`src/rtl/twra_pkg.sv`:
```
// ----------------------------------------------------------------------------
// twra_pkg
// Shared constants for the time-window ring average core.
// ----------------------------------------------------------------------------
`default_nettype none

package twra_pkg;

	localparam int CAPACITY   = 25;
	localparam int COUNT_BITS = 16;

	localparam int WINDOW_W = 62;
	localparam int TIME_W   = 63;
	localparam int AVG_W    = 23;
	localparam int USED_W   = 5;

	localparam int PADDR_W = 4;
	localparam int PDATA_W = 64;

	localparam logic [WINDOW_W-1:0] WINDOW_RESET = 62'd250000000;

	localparam logic REG_WINDOW = 1'b0;

	localparam logic KIND_SAMPLE = 1'b0;
	localparam logic KIND_QUERY  = 1'b1;

endpackage

`default_nettype wire

```
`src/rtl/twra_if.sv`:
```
// ----------------------------------------------------------------------------
// twra_if
// Valid/ready channels for sample/query items and average results.
// ----------------------------------------------------------------------------
`default_nettype none

interface twra_in_if #(
	parameter int COUNT_BITS = twra_pkg::COUNT_BITS
);
	logic                          valid;
	logic                          ready;
	logic                          kind;
	logic [twra_pkg::TIME_W-1:0]   time_ns;
	logic [COUNT_BITS-1:0]         run_count;

	modport source (output valid, output kind, output time_ns, output run_count,
		input ready);
	modport sink (input valid, input kind, input time_ns, input run_count,
		output ready);
endinterface

interface twra_out_if;
	logic                          valid;
	logic                          ready;
	logic [twra_pkg::AVG_W-1:0]    average_x100;
	logic [twra_pkg::USED_W-1:0]   samples_used;

	modport source (output valid, output average_x100, output samples_used,
		input ready);
	modport sink (input valid, input average_x100, input samples_used,
		output ready);
endinterface

`default_nettype wire

```
`src/rtl/twra_ram.sv`:
```
// ----------------------------------------------------------------------------
// twra_ram
// Generic single-write, single-read synchronous RAM with registered read.
// ----------------------------------------------------------------------------
`default_nettype none

module twra_ram #(
	parameter int WIDTH = 8,
	parameter int DEPTH = 2
) (
	input  wire logic                     clk,
	input  wire logic                     we,
	input  wire logic [$clog2(DEPTH)-1:0] waddr,
	input  wire logic [WIDTH-1:0]         wdata,
	input  wire logic                     re,
	input  wire logic [$clog2(DEPTH)-1:0] raddr,
	output      logic [WIDTH-1:0]         rdata
);

	logic [WIDTH-1:0] mem_q [DEPTH];

	always_ff @(posedge clk) begin
		if (we) begin
			mem_q[waddr] <= wdata;
		end
		if (re) begin
			rdata <= mem_q[raddr];
		end
	end

endmodule

`default_nettype wire

```
`src/rtl/twra_div.sv`:
```
// ----------------------------------------------------------------------------
// twra_div
// Restoring divider, one quotient bit per cycle.
// ----------------------------------------------------------------------------
`default_nettype none

module twra_div #(
	parameter int NUM_W = 8,
	parameter int DEN_W = 4
) (
	input  wire logic             clk,
	input  wire logic             arst_n,
	input  wire logic             start,
	input  wire logic [NUM_W-1:0] num,
	input  wire logic [DEN_W-1:0] den,
	output      logic             done,
	output      logic [NUM_W-1:0] quot
);

	localparam int CNT_W = $clog2(NUM_W + 1);

	logic             busy_q;
	logic             done_q;
	logic [CNT_W-1:0] cnt_q;
	logic [NUM_W-1:0] quo_q;
	logic [DEN_W-1:0] rem_q;
	logic [DEN_W-1:0] den_q;
	logic [DEN_W:0]   shifted;
	logic             fits;

	assign shifted = {rem_q, quo_q[NUM_W-1]};
	assign fits    = shifted >= {1'b0, den_q};

	always_ff @(posedge clk or negedge arst_n) begin
		if (!arst_n) begin
			busy_q <= 1'b0;
			done_q <= 1'b0;
			cnt_q  <= '0;
		end else begin
			done_q <= 1'b0;
			if (start) begin
				busy_q <= 1'b1;
				cnt_q  <= CNT_W'(NUM_W);
			end else if (busy_q) begin
				cnt_q <= cnt_q - CNT_W'(1);
				if (cnt_q == CNT_W'(1)) begin
					busy_q <= 1'b0;
					done_q <= 1'b1;
				end
			end
		end
	end

	always_ff @(posedge clk) begin
		if (start) begin
			quo_q <= num;
			rem_q <= '0;
			den_q <= den;
		end else if (busy_q) begin
			quo_q <= {quo_q[NUM_W-2:0], fits};
			rem_q <= fits ? DEN_W'(shifted - {1'b0, den_q}) : shifted[DEN_W-1:0];
		end
	end

	assign done = done_q;
	assign quot = quo_q;

endmodule

`default_nettype wire

```
`src/rtl/time_window_ring_average_core.sv`:
```
// ----------------------------------------------------------------------------
// time_window_ring_average_core
// Ring of timestamped run counts; a query averages the entries in the window.
//
//   channel  dir  handshake      payload
//   in_ch    in   valid/ready    kind, time_ns, run_count
//   out_ch   out  valid/ready    average_x100, samples_used
//   apb      in   psel/penable   window_ns at byte address 0
//
// A sample is one RAM write and gives no result.
// After acceptance a query holds the input through the walk (k entries
// checked, one RAM read per cycle, none for an empty ring), the divider start
// state, the divide and the result load.
// Reset clears the ring pointers and loads the window reset value; ring
// contents need no clearing.
// Samples are taken while a result waits on out_ch; a finished query waits.
// ----------------------------------------------------------------------------
`default_nettype none

module time_window_ring_average_core #(
	parameter int CAPACITY   = twra_pkg::CAPACITY,
	parameter int COUNT_BITS = twra_pkg::COUNT_BITS
) (
	input  wire logic                         clk,
	input  wire logic                         arst_n,
	input  wire logic                         psel,
	input  wire logic                         penable,
	input  wire logic                         pwrite,
	input  wire logic [twra_pkg::PADDR_W-1:0] paddr,
	input  wire logic [twra_pkg::PDATA_W-1:0] pwdata,
	output      logic [twra_pkg::PDATA_W-1:0] prdata,
	output      logic                         pready,
	twra_in_if.sink                           in_ch,
	twra_out_if.source                        out_ch
);

	localparam int IDX_W   = $clog2(CAPACITY);
	localparam int FILL_W  = $clog2(CAPACITY + 1);
	localparam int SUM_W   = COUNT_BITS + FILL_W;
	localparam int NUM_W   = SUM_W + 7;
	localparam int ENTRY_W = twra_pkg::TIME_W + COUNT_BITS;

	localparam logic [2:0] ST_IDLE  = 3'd0;
	localparam logic [2:0] ST_WALK  = 3'd1;
	localparam logic [2:0] ST_SCALE = 3'd2;
	localparam logic [2:0] ST_DIV   = 3'd3;
	localparam logic [2:0] ST_DONE  = 3'd4;

	logic [2:0]                    state_q;
	logic [twra_pkg::WINDOW_W-1:0] window_q;
	logic [IDX_W-1:0]              newest_q;
	logic [FILL_W-1:0]             filled_q;
	logic [IDX_W-1:0]              pos_q;
	logic                          pend_q;
	logic [63:0]                   limit_q;
	logic [SUM_W-1:0]              sum_q;
	logic [FILL_W-1:0]             used_q;
	logic                          out_valid_q;
	logic [twra_pkg::AVG_W-1:0]    avg_q;
	logic [twra_pkg::USED_W-1:0]   used_out_q;

	logic                          cfg_wr;
	logic                          in_take;
	logic                          full;
	logic [IDX_W-1:0]              wr_addr;
	logic                          wr_en;
	logic                          rd_en;
	logic [ENTRY_W-1:0]            rd_data;
	logic [twra_pkg::TIME_W-1:0]   rd_time;
	logic [COUNT_BITS-1:0]         rd_count;
	logic                          older;
	logic [FILL_W-1:0]             used_inc;
	logic [IDX_W-1:0]              pos_prev;
	logic [NUM_W-1:0]              div_num;
	logic                          div_start;
	logic                          div_done;
	logic [NUM_W-1:0]              div_quot;
	logic                          out_free;

	// configuration port
	assign pready = 1'b1;
	assign cfg_wr = psel && penable && pwrite && (paddr[3] == twra_pkg::REG_WINDOW);
	assign prdata = (paddr[3] == twra_pkg::REG_WINDOW) ? {2'b00, window_q} : '0;

	always_ff @(posedge clk or negedge arst_n) begin
		if (!arst_n) begin
			window_q <= twra_pkg::WINDOW_RESET;
		end else if (cfg_wr) begin
			window_q <= pwdata[twra_pkg::WINDOW_W-1:0];
		end
	end

	assign in_ch.ready = (state_q == ST_IDLE);
	assign in_take     = in_ch.valid && in_ch.ready;

	assign full    = (filled_q == FILL_W'(CAPACITY));
	assign wr_addr = !full ? IDX_W'(filled_q)
		: (newest_q == IDX_W'(CAPACITY - 1)) ? '0 : newest_q + IDX_W'(1);
	assign wr_en   = in_take && (in_ch.kind == twra_pkg::KIND_SAMPLE);
	assign rd_en   = (state_q == ST_WALK);

	twra_ram #(
		.WIDTH(ENTRY_W),
		.DEPTH(CAPACITY)
	) u_ring (
		.clk  (clk),
		.we   (wr_en),
		.waddr(wr_addr),
		.wdata({in_ch.time_ns, in_ch.run_count}),
		.re   (rd_en),
		.raddr(pos_q),
		.rdata(rd_data)
	);

	assign rd_time  = rd_data[ENTRY_W-1 -: twra_pkg::TIME_W];
	assign rd_count = rd_data[COUNT_BITS-1:0];
	assign older    = $signed({1'b0, rd_time}) < $signed(limit_q);
	assign used_inc = used_q + FILL_W'(1);
	assign pos_prev = (pos_q == '0) ? IDX_W'(CAPACITY - 1) : pos_q - IDX_W'(1);

	assign div_num   = (NUM_W'(sum_q) << 6) + (NUM_W'(sum_q) << 5) + (NUM_W'(sum_q) << 2);
	assign div_start = (state_q == ST_SCALE);
	assign out_free  = !out_valid_q || out_ch.ready;

	twra_div #(
		.NUM_W(NUM_W),
		.DEN_W(FILL_W)
	) u_div (
		.clk   (clk),
		.arst_n(arst_n),
		.start (div_start),
		.num   (div_num),
		.den   (used_q),
		.done  (div_done),
		.quot  (div_quot)
	);

	always_ff @(posedge clk or negedge arst_n) begin
		if (!arst_n) begin
			state_q     <= ST_IDLE;
			newest_q    <= '0;
			filled_q    <= '0;
			pend_q      <= 1'b0;
			out_valid_q <= 1'b0;
		end else begin
			if (out_valid_q && out_ch.ready && (state_q != ST_DONE)) begin
				out_valid_q <= 1'b0;
			end
			unique case (state_q)
				ST_IDLE: begin
					pend_q <= 1'b0;
					if (wr_en) begin
						newest_q <= wr_addr;
						if (!full) begin
							filled_q <= filled_q + FILL_W'(1);
						end
					end else if (in_take) begin
						state_q <= (filled_q == '0) ? ST_SCALE : ST_WALK;
					end
				end
				ST_WALK: begin
					pend_q <= 1'b1;
					if (pend_q && (older || used_inc == filled_q)) begin
						state_q <= ST_SCALE;
					end
				end
				ST_SCALE: begin
					state_q <= ST_DIV;
				end
				ST_DIV: begin
					if (div_done) begin
						state_q <= ST_DONE;
					end
				end
				ST_DONE: begin
					if (out_free) begin
						out_valid_q <= 1'b1;
						state_q     <= ST_IDLE;
					end
				end
				default: begin
					state_q <= ST_IDLE;
				end
			endcase
		end
	end

	always_ff @(posedge clk) begin
		if (in_take) begin
			limit_q <= {1'b0, in_ch.time_ns} - {2'b00, window_q};
			pos_q   <= newest_q;
			sum_q   <= '0;
			used_q  <= '0;
		end else if (state_q == ST_WALK) begin
			pos_q <= pos_prev;
			if (pend_q && !older) begin
				sum_q  <= sum_q + SUM_W'(rd_count);
				used_q <= used_inc;
			end
		end
		if (state_q == ST_DONE && out_free) begin
			avg_q      <= (used_q == '0) ? '0 : twra_pkg::AVG_W'(div_quot);
			used_out_q <= twra_pkg::USED_W'(used_q);
		end
	end

	assign out_ch.valid        = out_valid_q;
	assign out_ch.average_x100 = avg_q;
	assign out_ch.samples_used = used_out_q;

	a_fill_bound: assert property (@(posedge clk) disable iff (!arst_n)
		filled_q <= FILL_W'(CAPACITY))
		else $error("fill count beyond ring capacity");

	a_no_write_in_walk: assert property (@(posedge clk) disable iff (!arst_n)
		(state_q == ST_WALK) |-> !wr_en)
		else $error("ring write during walk");

	a_used_bound: assert property (@(posedge clk) disable iff (!arst_n)
		(state_q == ST_WALK || state_q == ST_SCALE) |-> (used_q <= filled_q))
		else $error("walk used more entries than filled");

	a_div_done_state: assert property (@(posedge clk) disable iff (!arst_n)
		div_done |-> (state_q == ST_DIV))
		else $error("divider finished outside divide state");

	a_done_loads: assert property (@(posedge clk) disable iff (!arst_n)
		(state_q == ST_DONE && out_free) |=> out_valid_q)
		else $error("result not presented after divide");

endmodule

`default_nettype wire
```
`src/flat_wrapper.sv`:
```
// flat-port wrapper written by rule: the top's interface ports become plain ports
module time_window_ring_average_core_flat 
#(
	parameter int CAPACITY   = twra_pkg::CAPACITY,
	parameter int COUNT_BITS = twra_pkg::COUNT_BITS
)
  (clk, arst_n, psel, penable, pwrite, paddr, pwdata, prdata, pready, in_ch_valid, in_ch_kind, in_ch_time_ns, in_ch_run_count, in_ch_ready, out_ch_valid, out_ch_average_x100, out_ch_samples_used, out_ch_ready);
  twra_in_if #(.COUNT_BITS(COUNT_BITS)) in_ch_i ();
  twra_out_if out_ch_i ();
  input  wire logic clk;
  input  wire logic arst_n;
  input  wire logic psel;
  input  wire logic penable;
  input  wire logic pwrite;
  input  wire logic [twra_pkg::PADDR_W-1:0] paddr;
  input  wire logic [twra_pkg::PDATA_W-1:0] pwdata;
  output      logic [twra_pkg::PDATA_W-1:0] prdata;
  output      logic pready;
  input wire logic [$bits(in_ch_i.valid)-1:0] in_ch_valid;
  input wire logic [$bits(in_ch_i.kind)-1:0] in_ch_kind;
  input wire logic [$bits(in_ch_i.time_ns)-1:0] in_ch_time_ns;
  input wire logic [$bits(in_ch_i.run_count)-1:0] in_ch_run_count;
  output wire logic [$bits(in_ch_i.ready)-1:0] in_ch_ready;
  output wire logic [$bits(out_ch_i.valid)-1:0] out_ch_valid;
  output wire logic [$bits(out_ch_i.average_x100)-1:0] out_ch_average_x100;
  output wire logic [$bits(out_ch_i.samples_used)-1:0] out_ch_samples_used;
  input wire logic [$bits(out_ch_i.ready)-1:0] out_ch_ready;
  assign in_ch_i.valid = in_ch_valid;
  assign in_ch_i.kind = in_ch_kind;
  assign in_ch_i.time_ns = in_ch_time_ns;
  assign in_ch_i.run_count = in_ch_run_count;
  assign in_ch_ready = in_ch_i.ready;
  assign out_ch_valid = out_ch_i.valid;
  assign out_ch_average_x100 = out_ch_i.average_x100;
  assign out_ch_samples_used = out_ch_i.samples_used;
  assign out_ch_i.ready = out_ch_ready;
  time_window_ring_average_core #(.CAPACITY(CAPACITY), .COUNT_BITS(COUNT_BITS)) u_core (.clk(clk), .arst_n(arst_n), .psel(psel), .penable(penable), .pwrite(pwrite), .paddr(paddr), .pwdata(pwdata), .prdata(prdata), .pready(pready), .in_ch(in_ch_i), .out_ch(out_ch_i));
endmodule
```
`config.mk`:
```
export PLATFORM = sky130hd
export DESIGN_NAME = time_window_ring_average_core_flat
export DESIGN_NICKNAME = d
export VERILOG_FILES = /design/src/rtl/twra_pkg.sv /design/src/rtl/twra_if.sv /design/src/rtl/twra_ram.sv /design/src/rtl/twra_div.sv /design/src/rtl/time_window_ring_average_core.sv /design/src/flat_wrapper.sv
export SDC_FILE = /design/constraint.sdc
export NUM_CORES = 2
export LEC_CHECK = 0
export BUFFER_PORTS_ARGS = -buffer_cell sky130_fd_sc_hd__buf_2
export CELL_PAD_IN_SITES_DETAIL_PLACEMENT = 1
export CELL_PAD_IN_SITES_GLOBAL_PLACEMENT = 1
export CORE_ASPECT_RATIO = 1.75
export CORE_MARGIN = 2
export CORE_UTILIZATION = 49
export DETAILED_ROUTE_END_ITERATION = 8
export PLACE_DENSITY = 0.73
export SLEW_MARGIN = 25
export SYNTH_ARGS = -nofsm -noshare
export SYNTH_HDL_FRONTEND = slang
export SYNTH_SLANG_ARGS = --single-unit
export TNS_END_PERCENT = 20
```
`constraint.sdc`:
```
create_clock -name clk -period 8.8 [get_ports clk]
set_input_delay 1.76 -clock clk [delete_from_list [all_inputs] [get_ports clk]]
set_output_delay 1.76 -clock clk [all_outputs]
set_load 0.005 [all_outputs]
```
==> metrics <==
Reg clk slew, reported paths=0.06 ns; Starting Density=approximately 49%; Die W=roughly 340 um; share of layout cells above drive strength 1=25.4%; final setup vio count=0; final hold violations=0; # clock sinks=2299; Synth Register Bits=roughly 2300; Critical Path End=u_core.limit_q[62]; Slew @ Worst Pin=1.06 ns; CP top delay family=compound AO/OA/AOI/OAI gates; period utilisation layout=about 65%; DRT antenna net count=0; Post-Route Skew=0.0482 ns; number of synthesized flops with an enable pin=2184; capturing point of the worst reg2reg path=u_core.limit_q[62]; drt pass-1 iters=5; worst reg2reg setup slack=3.98 ns; Req. time, crit path=9.36 ns; Via Count=approximately 48000; post-synthesis sequential area ratio=around 72%; outcome=completed; largest net degree at the start of global routing=100; Starting DRT DRC Count=4550; TritonCTS clock tree=built; number of antenna violations at the first check in global routing=27; Fin Setup TNS=0 ns; maximum root-to-sink buffer count=4; final core utilization=55.1%; syn_area_per_cell=19.3 um^2; cts hold-fix bufs=0; FP Rows=213; Crit. Startpoint=in_ch_time_ns[0]; Static Leak=approximately 36 nW; crit path buf inv count=2; vias in the first global route=about 52000; estimated wirelength of the detail-placed design=roughly 130 mm; Place WS=roughly 2.4 ns; Cell variety after synth=84; ys flop type=edfxtp_1; cell depth of the worst setup path=15; Synth-to-Final Area Change=12.0%; Reg-to-Reg Start=u_core.window_q[0]; Setup WS post-layout=3.12 ns; Crit path top cell by count=a21oi_1; Slew headroom=between 20% and 30%; die height=585 um; Tot GR Track Use=24.9%; highest clock rate=between 150 and 200 MHz; Avg WL per Cell=30.9 um; crit path max fanout=26; worst setup path class=in2reg; most common cell after layout, fill and taps aside=edfxtp_1; post-layout net count=about 5600; cell area after synthesis=94400 um^2; critical-path cell list=buf_2 -> inv_1 -> ha_1 -> fa_1 -> nand2b_1 -> a21oi_1 -> o41ai_1 -> a21oi_1 -> nor3_2 -> a2111oi_0 -> nor2_1 -> o311a_1 -> o21ai_2 -> a21oi_1 -> xor2_1; setup repair after global routing missed its margin=false; Post-CTS Repair Setup Buffers=0; Peak VDD IR=0.227 mV; DR vias/cell=6.18; total power=0.0321 W; Hold Crit Class=reg2reg; slowest CP cell=a2111oi_0; Slew Limit Fails=0; Synth warnings=0; first-pass GRT wire length=354 mm; RePlAce Congestion=0.864; layout filler cell count=17000; Cells after Synth=4902; max cap viols=0; total CTS buffers=209; CP arrival=6.24 ns; pwr dens=303 nW/um^2; crit-path max cell delay=0.97 ns; final wirelength=about 240 mm; Worst setup EP type=flop; drt drc=0; Async SR Flop Fraction=3.65%; WHS=slightly above 0.5 ns; port buffer count=241; die area=196000 um^2; core area=192000 um^2; GRT overflow=0; crit start category=input port; Clock Latency Late Sink=0.87 ns; most frequent cells in the layout=edfxtp_1 (2184), mux4_2 (553), buf_2 (240); root buffer cell=clkbuf_16; FF-to-FF path depth=13; fin crit period=5.68 ns; cts repair resizes=0; I/O pins=250; H-tree Lvls=4
==> through the flow <==
step           cell area [um^2]  instances
4_1_cts                  106000       7835
6_report                 106000       7845
2_1_floorplan             94400       4903
3_5_place_dp              99000       7464
5_1_grt                  106000       7843
3_3_place_gp              98900       7462
==> cell families after synthesis <==
kind of cell | count (synthesis) | synth area share (%)
DFF | 2299 | 72.4
muxes | 793 | 15.9
and+or+nand+nor | 597 | 2.87
AOI/OAI and AO/OA | 481 | 3.25
buffers and inverters | 414 | 1.68
adders and majority gates | 202 | 2.84
xor gates and xnor gates | 114 | 1.06
other | 2 | 0.00795
==> worst min-delay path by stage <==
stage                             start                       endpoint  slack (ns)  cells past startpoint
floorplan              u_core.used_q[2]  u_core.out_ch.samples_used[2]        0.42                      0
CTS                 u_core.window_q[39]            u_core.window_q[39]        0.51                      1
detailed placement  u_core.window_q[39]            u_core.window_q[39]        0.49                      1
finish              u_core.window_q[30]            u_core.window_q[30]        0.50                      1
global placement    u_core.window_q[55]            u_core.window_q[55]        0.49                      1
global route        u_core.window_q[48]            u_core.window_q[48]        0.52                      1
==> cell usage after synthesis, drive strengths merged (59+ instances only) <==
cell    number  area share (%)
mux4       553              13
inv        188            0.75
clkbuf     166            0.66
ha         181             2.4
nor2       188            0.75
xnor2       67            0.62
edfxtp    2184              69
o21ai      161            0.86
a21o        83            0.66
a21oi      112            0.59
nand2      213            0.85
buf         59            0.27
mux2       142             1.7
dfrtp       71             1.9
mux2i       98             1.0
==> area by class of cell <==
type                       count  area [um^2]  share of cell area [%]
antenna                        7         17.5                  0.0166
clock buffer                 259         5580                    5.28
clock inverter               112         1130                    1.07
inverter                     189          719                   0.680
multi-input combinational   2190        24700                    23.4
sequential                  2299        68300                    64.6
tap                         2472         3090                    2.93
timing repair buffer         317         2140                    2.03
==> metal layers <==
metal,vias to the layer above,global-route usage (%),wire length [um]
li1,20300,-,-
met3,427,3.03,13300
met4,12,7.96,7750
met1,26000,31.7,92800
met5,-,0,77
met2,1747,44.4,128000
==> where the power goes <==
group	switching [W]	internal, W	total, W
Clock	0.00398	0.00514	0.00912
Combinational	0.00522	0.00440	0.00962
Sequential	0.000418	0.0129	0.0133
==> worst register-to-register path: stages, from the launching register on <==
cell and delay [ns]:
dfrtp_1 0.50, ha_1 0.28, fa_1 0.40, nand2b_1 0.19, a21oi_1 0.24, o41ai_1 0.17, a21oi_1 0.35, nor3_2 0.18
a2111oi_0 0.97, nor2_1 0.27, o311a_1 0.47, o21ai_2 0.26, a21oi_1 0.14, xor2_1 0.15
==> sequential cells by signal, summed over array words and instances (netlist names), 21 cells and up <==
name,cells
u_core.limit_q,64
u_core.out_ch.average_x100,23
u_core.sum_q,21
u_core.u_div.quot,28
u_core.u_ring.mem_q,1975
u_core.u_ring.rdata,79
u_core.window_q,62
Power figures use the tool's default switching activity.
